## config.mk

```make
export PLATFORM = sky130hd
export DESIGN_NAME = software_timer_bank
export DESIGN_NICKNAME = d
export VERILOG_FILES = /design/src/stb_pkg.sv /design/src/stb_ram.sv /design/src/stb_timer_alu.sv /design/src/stb_result_q.sv /design/src/software_timer_bank.sv
export VERILOG_INCLUDE_DIRS = /design/src /design/src/src
export SDC_FILE = /design/constraint.sdc
export NUM_CORES = 1
export LEC_CHECK = 0
export BUFFER_PORTS_ARGS = -buffer_cell sky130_fd_sc_hd__buf_2
export CORE_AREA = 3 3 230 277
export DETAILED_ROUTE_END_ITERATION = 10
export DIE_AREA = 0 0 233 280
export PLACE_DENSITY_LB_ADDON = 0.08
export REMOVE_ABC_BUFFERS = 1
export SETUP_SLACK_MARGIN = 0.3
export SLEW_MARGIN = 40
export SYNTH_ARGS = -nofsm -noshare
export SYNTH_HDL_FRONTEND = slang
export SYNTH_SLANG_ARGS = --single-unit
```

## constraint.sdc

```tcl
create_clock -name aclk -period 7.5 [get_ports aclk]
set_input_delay 1.5 -clock aclk [delete_from_list [all_inputs] [get_ports aclk]]
set_output_delay 1.5 -clock aclk [all_outputs]
set_load 0.02 [all_outputs]
```

## src/software_timer_bank_defines.svh

```systemverilog
// Assertion macros shared by the timer bank RTL.
`ifndef SOFTWARE_TIMER_BANK_DEFINES_SVH
`define SOFTWARE_TIMER_BANK_DEFINES_SVH

`ifndef NO_ASSERTIONS

// Consequence must hold in the same cycle as the antecedent.
`define STB_ASSERT_SAME(lbl, clk, rstn, ante, cons) \
    lbl: assert property (@(posedge clk) disable iff (!(rstn)) (ante) |-> (cons)) \
        else $error("timer bank check failed");

// Consequence must hold in the cycle after the antecedent.
`define STB_ASSERT_NEXT(lbl, clk, rstn, ante, cons) \
    lbl: assert property (@(posedge clk) disable iff (!(rstn)) (ante) |=> (cons)) \
        else $error("timer bank check failed");

`else

`define STB_ASSERT_SAME(lbl, clk, rstn, ante, cons)
`define STB_ASSERT_NEXT(lbl, clk, rstn, ante, cons)

`endif

`endif

```

## src/stb_pkg.sv

```systemverilog
// Types and constants shared by the timer bank modules.
`default_nettype none

package stb_pkg;

    localparam int IDX_W = 4;
    localparam int RELOAD_IN_W = 16;

    localparam logic OP_TICK  = 1'b0;
    localparam logic OP_WRITE = 1'b1;

    typedef enum logic [1:0] {
        MODE_STOP  = 2'd0,
        MODE_RUN   = 2'd1,
        MODE_START = 2'd2,
        MODE_RESET = 2'd3
    } mode_t;

    typedef enum logic [1:0] {
        ST_IDLE,
        ST_WR_UPD,
        ST_WALK,
        ST_FLUSH
    } state_t;

    // Control from the sequencer to the result queue.
    typedef struct packed {
        logic             push;
        logic             flush;
        logic [IDX_W-1:0] index;
    } rq_ctrl_t;

    // Status from the result queue back to the sequencer.
    typedef struct packed {
        logic pend_valid;
        logic can_push;
    } rq_stat_t;

endpackage

`default_nettype wire

```

## src/stb_ram.sv

```systemverilog
// Generic single write port, single read port RAM with registered read data.
`default_nettype none

module stb_ram #(
    parameter int DATA_W = 8,
    parameter int DEPTH  = 16
) (
    input  wire logic                                     clk,
    input  wire logic                                     wr_en,
    input  wire logic [((DEPTH > 1) ? $clog2(DEPTH) : 1)-1:0] wr_addr,
    input  wire logic [DATA_W-1:0]                        wr_data,
    input  wire logic                                     rd_en,
    input  wire logic [((DEPTH > 1) ? $clog2(DEPTH) : 1)-1:0] rd_addr,
    output logic      [DATA_W-1:0]                        rd_data
);

    logic [DATA_W-1:0] mem_reg [DEPTH];

    always_ff @(posedge clk) begin
        if (wr_en) begin
            mem_reg[wr_addr] <= wr_data;
        end
        if (rd_en) begin
            rd_data <= mem_reg[rd_addr];
        end
    end

endmodule

`default_nettype wire

```

## src/stb_timer_alu.sv

```systemverilog
// Shared update unit: next mode and counter of one timer entry for one tick.
`default_nettype none

module stb_timer_alu #(
    parameter int CNT_W = 16
) (
    input  wire stb_pkg::mode_t    in_mode,
    input  wire logic [CNT_W-1:0]  in_count,
    input  wire logic [CNT_W-1:0]  in_reload,
    input  wire logic              in_restart,
    input  wire logic              in_notify,
    output stb_pkg::mode_t         out_mode,
    output logic      [CNT_W-1:0]  out_count,
    output logic                   emit
);

    logic at_zero;

    assign at_zero = (in_count == '0);

    always_comb begin
        out_mode  = in_mode;
        out_count = in_count;
        emit      = 1'b0;
        case (in_mode)
            stb_pkg::MODE_RUN: begin
                if (at_zero) begin
                    if (in_restart) begin
                        out_count = in_reload;
                    end else begin
                        out_mode = stb_pkg::MODE_STOP;
                    end
                    emit = in_notify;
                end else begin
                    out_count = in_count - CNT_W'(1);
                end
            end
            stb_pkg::MODE_START: begin
                out_count = in_reload;
                out_mode  = stb_pkg::MODE_RUN;
            end
            stb_pkg::MODE_RESET: begin
                out_mode = stb_pkg::MODE_START;
            end
            default: begin
                out_mode = in_mode;
            end
        endcase
    end

endmodule

`default_nettype wire

```

## src/stb_result_q.sv

```systemverilog
// Result queue: one pending expiry plus the output register of the result stream.
`default_nettype none

module stb_result_q (
    input  wire logic              aclk,
    input  wire logic              aresetn,
    input  wire stb_pkg::rq_ctrl_t ctrl,
    output stb_pkg::rq_stat_t      stat,
    output logic                   m_tvalid,
    input  wire logic              m_tready,
    output logic [7:0]             m_tdata,   // [3:0] expired_index, [7:4] zero
    output logic                   m_tlast
);

    logic                          pend_valid_reg;
    logic [stb_pkg::IDX_W-1:0]     pend_idx_reg;
    logic                          out_valid_reg;
    logic [stb_pkg::IDX_W-1:0]     out_idx_reg;
    logic                          out_last_reg;
    logic                          out_free;
    logic                          load_out;

    // The held expiry is only known to be the last of a tick once the walk
    // has finished, so it leaves either when a newer one arrives or on flush.
    assign out_free = !out_valid_reg || m_tready;
    assign load_out = pend_valid_reg && (ctrl.push || (ctrl.flush && out_free));

    always_ff @(posedge aclk) begin
        if (!aresetn) begin
            pend_valid_reg <= 1'b0;
            out_valid_reg  <= 1'b0;
        end else begin
            if (ctrl.push) begin
                pend_valid_reg <= 1'b1;
            end else if (load_out) begin
                pend_valid_reg <= 1'b0;
            end
            if (load_out) begin
                out_valid_reg <= 1'b1;
            end else if (m_tready) begin
                out_valid_reg <= 1'b0;
            end
        end
    end

    always_ff @(posedge aclk) begin
        if (ctrl.push) begin
            pend_idx_reg <= ctrl.index;
        end
        if (load_out) begin
            out_idx_reg  <= pend_idx_reg;
            out_last_reg <= ctrl.flush;
        end
    end

    assign stat.pend_valid = pend_valid_reg;
    assign stat.can_push   = !pend_valid_reg || out_free;

    assign m_tvalid = out_valid_reg;
    assign m_tdata  = {(8 - stb_pkg::IDX_W)'(0), out_idx_reg};
    assign m_tlast  = out_last_reg;

endmodule

`default_nettype wire

```

## src/software_timer_bank.sv

```systemverilog
// Top level of the reloadable countdown timer bank.
//
// A bank of NUM_TIMERS countdown timers whose entries live in one RAM, walked
// by a small sequencer that feeds each entry through one shared update unit.
// A write beat (tuser high) sets a timer's mode, reload value and flags: the
// entry is read, then written back with its counter kept; writes to an index
// beyond the bank are dropped without a RAM access. A tick beat (tuser low)
// reads the first entry, then updates each timer in turn and writes its entry
// back while the next is read, and ends in a flush step that releases the
// final result. The single read and single write port of the entry RAM sets
// this overlap. The walk pauses for as long as the result output is held back
// while a further expiry is found. Every timer reads as stopped and zero after
// reset, with no clearing pass. Each notifying expiry emits its index; the
// final one of a tick carries tlast.
`default_nettype none
`include "software_timer_bank_defines.svh"

module software_timer_bank #(
    parameter int NUM_TIMERS  = 16,
    parameter int COUNT_WIDTH = 16
) (
    input  wire logic        aclk,
    input  wire logic        aresetn,
    input  wire logic        s_tvalid,
    output logic             s_tready,
    // [3:0] timer_index, [5:4] mode, [21:6] reload, [22] auto_restart, [23] notify
    input  wire logic [23:0] s_tdata,
    input  wire logic        s_tuser,   // [0] op
    output logic             m_tvalid,
    input  wire logic        m_tready,
    output logic [7:0]       m_tdata,   // [3:0] expired_index, [7:4] zero
    output logic             m_tlast
);

    localparam int AW     = (NUM_TIMERS > 1) ? $clog2(NUM_TIMERS) : 1;
    localparam int IW     = stb_pkg::IDX_W;
    localparam int CW     = COUNT_WIDTH;
    // Entry layout from bit 0: mode, counter, reload, restart, notify.
    localparam int CNT_LO = 2;
    localparam int REL_LO = CNT_LO + CW;
    localparam int RST_B  = REL_LO + CW;
    localparam int NTF_B  = RST_B + 1;
    localparam int DW     = NTF_B + 1;

    stb_pkg::state_t    state_reg, state_next;
    logic [AW-1:0]      proc_cnt_reg;
    logic [NUM_TIMERS-1:0] valid_reg;
    logic               rd_vld_reg;
    logic [AW-1:0]      wr_addr_reg;
    stb_pkg::mode_t     wr_mode_reg;
    logic [CW-1:0]      wr_reload_reg;
    logic               wr_restart_reg;
    logic               wr_notify_reg;

    logic [IW-1:0]      in_index;
    logic               accept;
    logic               in_range;
    logic               last_entry;
    logic               stall;

    logic               ram_rd_en;
    logic [AW-1:0]      ram_rd_addr;
    logic               ram_wr_en;
    logic [AW-1:0]      ram_wr_addr;
    logic [DW-1:0]      ram_wr_data;
    logic [DW-1:0]      ram_rd_data;
    logic [DW-1:0]      ent;

    stb_pkg::mode_t     ent_mode;
    stb_pkg::mode_t     alu_mode;
    logic [CW-1:0]      alu_count;
    logic               alu_emit;

    stb_pkg::rq_ctrl_t  rq_ctrl;
    stb_pkg::rq_stat_t  rq_stat;

    assign in_index   = s_tdata[3:0];
    assign accept     = s_tvalid && s_tready;
    assign in_range   = 32'(in_index) < 32'(NUM_TIMERS);
    assign last_entry = (proc_cnt_reg == AW'(NUM_TIMERS - 1));

    // An entry never written since reset reads as a stopped, cleared timer.
    assign ent      = rd_vld_reg ? ram_rd_data : '0;
    assign ent_mode = stb_pkg::mode_t'(ent[1:0]);

    stb_ram #(
        .DATA_W (DW),
        .DEPTH  (NUM_TIMERS)
    ) u_ram (
        .clk     (aclk),
        .wr_en   (ram_wr_en),
        .wr_addr (ram_wr_addr),
        .wr_data (ram_wr_data),
        .rd_en   (ram_rd_en),
        .rd_addr (ram_rd_addr),
        .rd_data (ram_rd_data)
    );

    stb_timer_alu #(
        .CNT_W (CW)
    ) u_alu (
        .in_mode    (ent_mode),
        .in_count   (ent[REL_LO-1:CNT_LO]),
        .in_reload  (ent[RST_B-1:REL_LO]),
        .in_restart (ent[RST_B]),
        .in_notify  (ent[NTF_B]),
        .out_mode   (alu_mode),
        .out_count  (alu_count),
        .emit       (alu_emit)
    );

    stb_result_q u_rq (
        .aclk     (aclk),
        .aresetn  (aresetn),
        .ctrl     (rq_ctrl),
        .stat     (rq_stat),
        .m_tvalid (m_tvalid),
        .m_tready (m_tready),
        .m_tdata  (m_tdata),
        .m_tlast  (m_tlast)
    );

    // The walk holds its place when an expiry cannot be queued.
    assign stall = (state_reg == stb_pkg::ST_WALK) && alu_emit && !rq_stat.can_push;

    always_comb begin
        state_next = state_reg;
        case (state_reg)
            stb_pkg::ST_IDLE: begin
                if (accept) begin
                    if (s_tuser == stb_pkg::OP_TICK) begin
                        state_next = stb_pkg::ST_WALK;
                    end else if (in_range) begin
                        state_next = stb_pkg::ST_WR_UPD;
                    end
                end
            end
            stb_pkg::ST_WR_UPD: begin
                state_next = stb_pkg::ST_IDLE;
            end
            stb_pkg::ST_WALK: begin
                if (!stall && last_entry) begin
                    state_next = stb_pkg::ST_FLUSH;
                end
            end
            stb_pkg::ST_FLUSH: begin
                if (rq_stat.can_push) begin
                    state_next = stb_pkg::ST_IDLE;
                end
            end
            default: begin
                state_next = stb_pkg::ST_IDLE;
            end
        endcase
    end

    always_comb begin
        s_tready      = 1'b0;
        ram_rd_en     = 1'b0;
        ram_rd_addr   = '0;
        ram_wr_en     = 1'b0;
        ram_wr_addr   = proc_cnt_reg;
        ram_wr_data   = {ent[NTF_B], ent[RST_B], ent[RST_B-1:REL_LO], alu_count, alu_mode};
        rq_ctrl.push  = 1'b0;
        rq_ctrl.flush = 1'b0;
        rq_ctrl.index = IW'(proc_cnt_reg);
        case (state_reg)
            stb_pkg::ST_IDLE: begin
                s_tready = 1'b1;
                if (s_tvalid) begin
                    if (s_tuser == stb_pkg::OP_TICK) begin
                        ram_rd_en = 1'b1;
                    end else if (in_range) begin
                        ram_rd_en   = 1'b1;
                        ram_rd_addr = AW'(in_index);
                    end
                end
            end
            stb_pkg::ST_WR_UPD: begin
                ram_wr_en   = 1'b1;
                ram_wr_addr = wr_addr_reg;
                ram_wr_data = {wr_notify_reg, wr_restart_reg, wr_reload_reg,
                               ent[REL_LO-1:CNT_LO], wr_mode_reg};
            end
            stb_pkg::ST_WALK: begin
                if (!stall) begin
                    ram_wr_en    = 1'b1;
                    rq_ctrl.push = alu_emit;
                    ram_rd_en    = !last_entry;
                    ram_rd_addr  = proc_cnt_reg + AW'(1);
                end
            end
            stb_pkg::ST_FLUSH: begin
                rq_ctrl.flush = 1'b1;
            end
            default: begin
                s_tready = 1'b0;
            end
        endcase
    end

    always_ff @(posedge aclk) begin
        if (!aresetn) begin
            state_reg    <= stb_pkg::ST_IDLE;
            proc_cnt_reg <= '0;
            valid_reg    <= '0;
            rd_vld_reg   <= 1'b0;
        end else begin
            state_reg <= state_next;
            if (accept) begin
                proc_cnt_reg <= '0;
            end else if ((state_reg == stb_pkg::ST_WALK) && !stall) begin
                proc_cnt_reg <= proc_cnt_reg + AW'(1);
            end
            if (ram_wr_en) begin
                valid_reg[ram_wr_addr] <= 1'b1;
            end
            if (ram_rd_en) begin
                rd_vld_reg <= valid_reg[ram_rd_addr];
            end
        end
    end

    always_ff @(posedge aclk) begin
        if (accept) begin
            wr_addr_reg    <= AW'(in_index);
            wr_mode_reg    <= stb_pkg::mode_t'(s_tdata[5:4]);
            wr_reload_reg  <= CW'(s_tdata[21:6]);
            wr_restart_reg <= s_tdata[22];
            wr_notify_reg  <= s_tdata[23];
        end
    end

    `STB_ASSERT_SAME(a_push_has_room, aclk, aresetn, rq_ctrl.push, rq_stat.can_push)
    `STB_ASSERT_SAME(a_stall_only_when_blocked, aclk, aresetn, stall, m_tvalid && !m_tready)
    `STB_ASSERT_NEXT(a_tick_starts_walk, aclk, aresetn, accept && (s_tuser == stb_pkg::OP_TICK), state_reg == stb_pkg::ST_WALK)
    `STB_ASSERT_SAME(a_idle_queue_drained, aclk, aresetn, state_reg == stb_pkg::ST_IDLE, !rq_stat.pend_valid)

endmodule

`default_nettype wire
```

==> results.yml <==
clocking:
  clk_latency_ns: 0.60
  root_buffer: "clkbuf_16"
  post-cts-setup-buffer-count: 0
  clock_sinks: 670
  tritoncts: "built"
  cts_resized: 0
  cts.path.max_buffers: 3
  cts_made_buffers: 69
  hold_buffers: 0
  clk_pin_slew_ns: 0.06
  cts_htree_levels: 3
yosys:
  synthTopCellsByArea: "edfxtp_1, nand2_1, nand3_1, mux2i_1, dfxtp_1"
  avgSynthCellArea_um2: 13.36
  synth-edff-count: 645
  yosysWarnings: 0
  synth_top_area_share_pct: 70.83
  yosys.area.top_type: "edfxtp_1"
  yosysSeqAreaShare_pct: 72.66
  async_flop_share_pct: 0
  ys_types: 64
  synth_seq_cells: 670
  synth_cells: 2047
  synth_top_flop_cell: "edfxtp_1"
  synth_area_um2: 27350
power_and_ir_drop:
  ir_drop_mv: 0.2167
  power.total_w: 0.01161
  power.density_nw_per_um2: 371.9
  leakage_nw: 11.41
detailed_routing:
  routed_wl_um: 75210
  via_per_inst: 5.788
  num_vias: 17120
  drt_first_pass_iters: 6
  routedWlPerCell_um: 25.43
  antenna_left: 0
  drt-initial-drc-count: 1844
  drcViolationCount: 0
floorplan:
  num_io_pins: 40
  die_h_um: 280
  start_util_pct: 44.78
  chipWidth_um: 233
  core_um2: 61070
  die_area_um2: 65240
  row_count: 99
cells_and_area:
  fin_area_um2: 31200
  drive_above_1_share_pct: 11.44
  diodes: 0
  nets: 2138
  area_delta_synth_final_pct: 14.10
  postLayoutCoreUtil_pct: 51.10
  mostFrequentLayoutCell: "edfxtp_1"
  largest_register_ffs: 576
  stdcell_count: 2958
  final_cell_mix: "edfxtp_1, nand2_1, nand3_1, mux2i_1, clkbuf_16"
  fillers: 5145
setup_path:
  r2r_slack_ns: 2.92
  cp_cell_sequence: "buf_4 > nand2_1 > ha_1 > nand4_1 > o31a_1 > nand2_1 > o21ai_0 > nand3_1 > nor2_4 > buf_4"
  crit_path_start_kind: "register"
  crit_end: "u_ram.mem_reg[5][18]"
  crit_cells: 10
  critPathMaxStageDelay_ns: 0.71
  r2r_end: "u_ram.mem_reg[5][18]"
  path_max_fanout: 29
  arrival_ns: 4.80
  path_delay_family: "simple AND/OR/NAND/NOR gates"
  cp.required_ns: 7.73
  cp_slowest_cell: "nor2_4"
  startpoint: "rd_vld_reg"
  path_buf_inv: 2
  critPathCaptureType: "register"
  r2r_cells: 10
  rr_startpoint: "rd_vld_reg"
  crit_type: "reg -> reg"
global_route:
  grt_max_degree: 134
  grt_use_total_pct: 23.03
  grt_pass1_vias: 16620
  grt_remaining_overflow: 0
  grt_pass1_wl_um: 110700
  antenna_found_initial: 0
place:
  io_buffer_count: 35
  placed_area_um2: 29010
  gp_congestion: 0.8394
  dpl.cell_count: 2833
  post-dp-hpwl_um: 41100
timing:
  clock_skew_ns: 0.02299
  finalSetupViolations: 0
  relSlewSlack_pct: 42.81
  min_period_over_period_pct: 61.05
  final-max-slew-violation-count: 0
  tightest_slew_ns: 0.8579
  max_freq_mhz: 218.4
  hold_viol: 0
  rsz0062_at_grt: "false"
  whs_ns: 0.4174
  layout_min_cycle_time_ns: 4.579
run_status:
  outcome: "completed"
worst_hold_path:
  min_path_type: "reg -> reg"
flow_run:
  cap_violations: 0
routing by layer:
layer  global-route usage, %  up-vias  part of all wire [%]
met5                       0        -                     0
li1                        -     7738                     -
met3                   3.026      104                   6.4
met2                   37.06      632                    47
met1                   33.13     8648                    44
met4                   6.461        0                   2.1
worst min-delay path by stage:
stage | slack, ns | cells after the start | end | from
3_3_place_gp | 0.40 | 0 | u_rq.out_idx_reg[3] | u_rq.pend_idx_reg[3]
4_1_cts | 0.42 | 0 | u_rq.out_idx_reg[2] | u_rq.pend_idx_reg[2]
2_1_floorplan | 0.40 | 0 | u_rq.out_idx_reg[0] | u_rq.pend_idx_reg[0]
3_5_place_dp | 0.41 | 0 | u_rq.out_idx_reg[2] | u_rq.pend_idx_reg[2]
5_1_grt | 0.43 | 0 | u_rq.out_idx_reg[3] | u_rq.pend_idx_reg[3]
6_report | 0.42 | 0 | u_rq.out_idx_reg[0] | u_rq.pend_idx_reg[0]
where the power goes:
part           internal, W  switching (W)  leakage (nW)  total [W]
clock              0.00184        0.00139          1.03    0.00323
combinational      0.00106        0.00226          4.15    0.00332
sequential         0.00475       0.000306          6.23    0.00505
total              0.00764        0.00396          11.4     0.0116
area by class of cell:
class,instances,area [um2],area share [%]
tap,808,1011,3.240
multi-input combinational,1240,7076,22.68
inverter,13,48.80,0.1564
clock buffer,93,1923,6.163
clock inverter,29,186.4,0.5975
sequential,670,19870,63.68
timing repair buffer,105,1089,3.489
cells in the mapped netlist, drive strengths merged, types with 11 or more instances:
| master | count |
|---|---|
| mux2i | 113 |
| nand2 | 558 |
| nor2 | 36 |
| dfxtp | 25 |
| o221ai | 38 |
| and3 | 11 |
| nand3 | 227 |
| buf | 59 |
| o21a | 19 |
| a22o | 17 |
| clkbuf | 68 |
| o21ai | 28 |
| edfxtp | 645 |
| a21oi | 29 |
| inv | 12 |
| a32oi | 44 |
logic make-up after synthesis:
kind of cell / after synthesis / share of synthesized area (%)
simple gates: 869 / 13.43
compound gates: 233 / 6.488
mux: 117 / 4.301
fa+ha+maj: 10 / 0.4575
buf+inv: 140 / 2.425
flops: 670 / 72.66
xor+xnor: 7 / 0.2242
other cells: 1 / 0.01371
through the flow:
step | setup TNS [ns] | setup WS (ns)
after CTS | 0 | 2.962
after floorplan | -80.90 | -2.469
after detailed placement | 0 | 2.852
after global placement | 0 | 2.725
final | 0 | 2.921
after global routing | 0 | 2.608
Note: power is estimated with default switching activity, not from simulation.
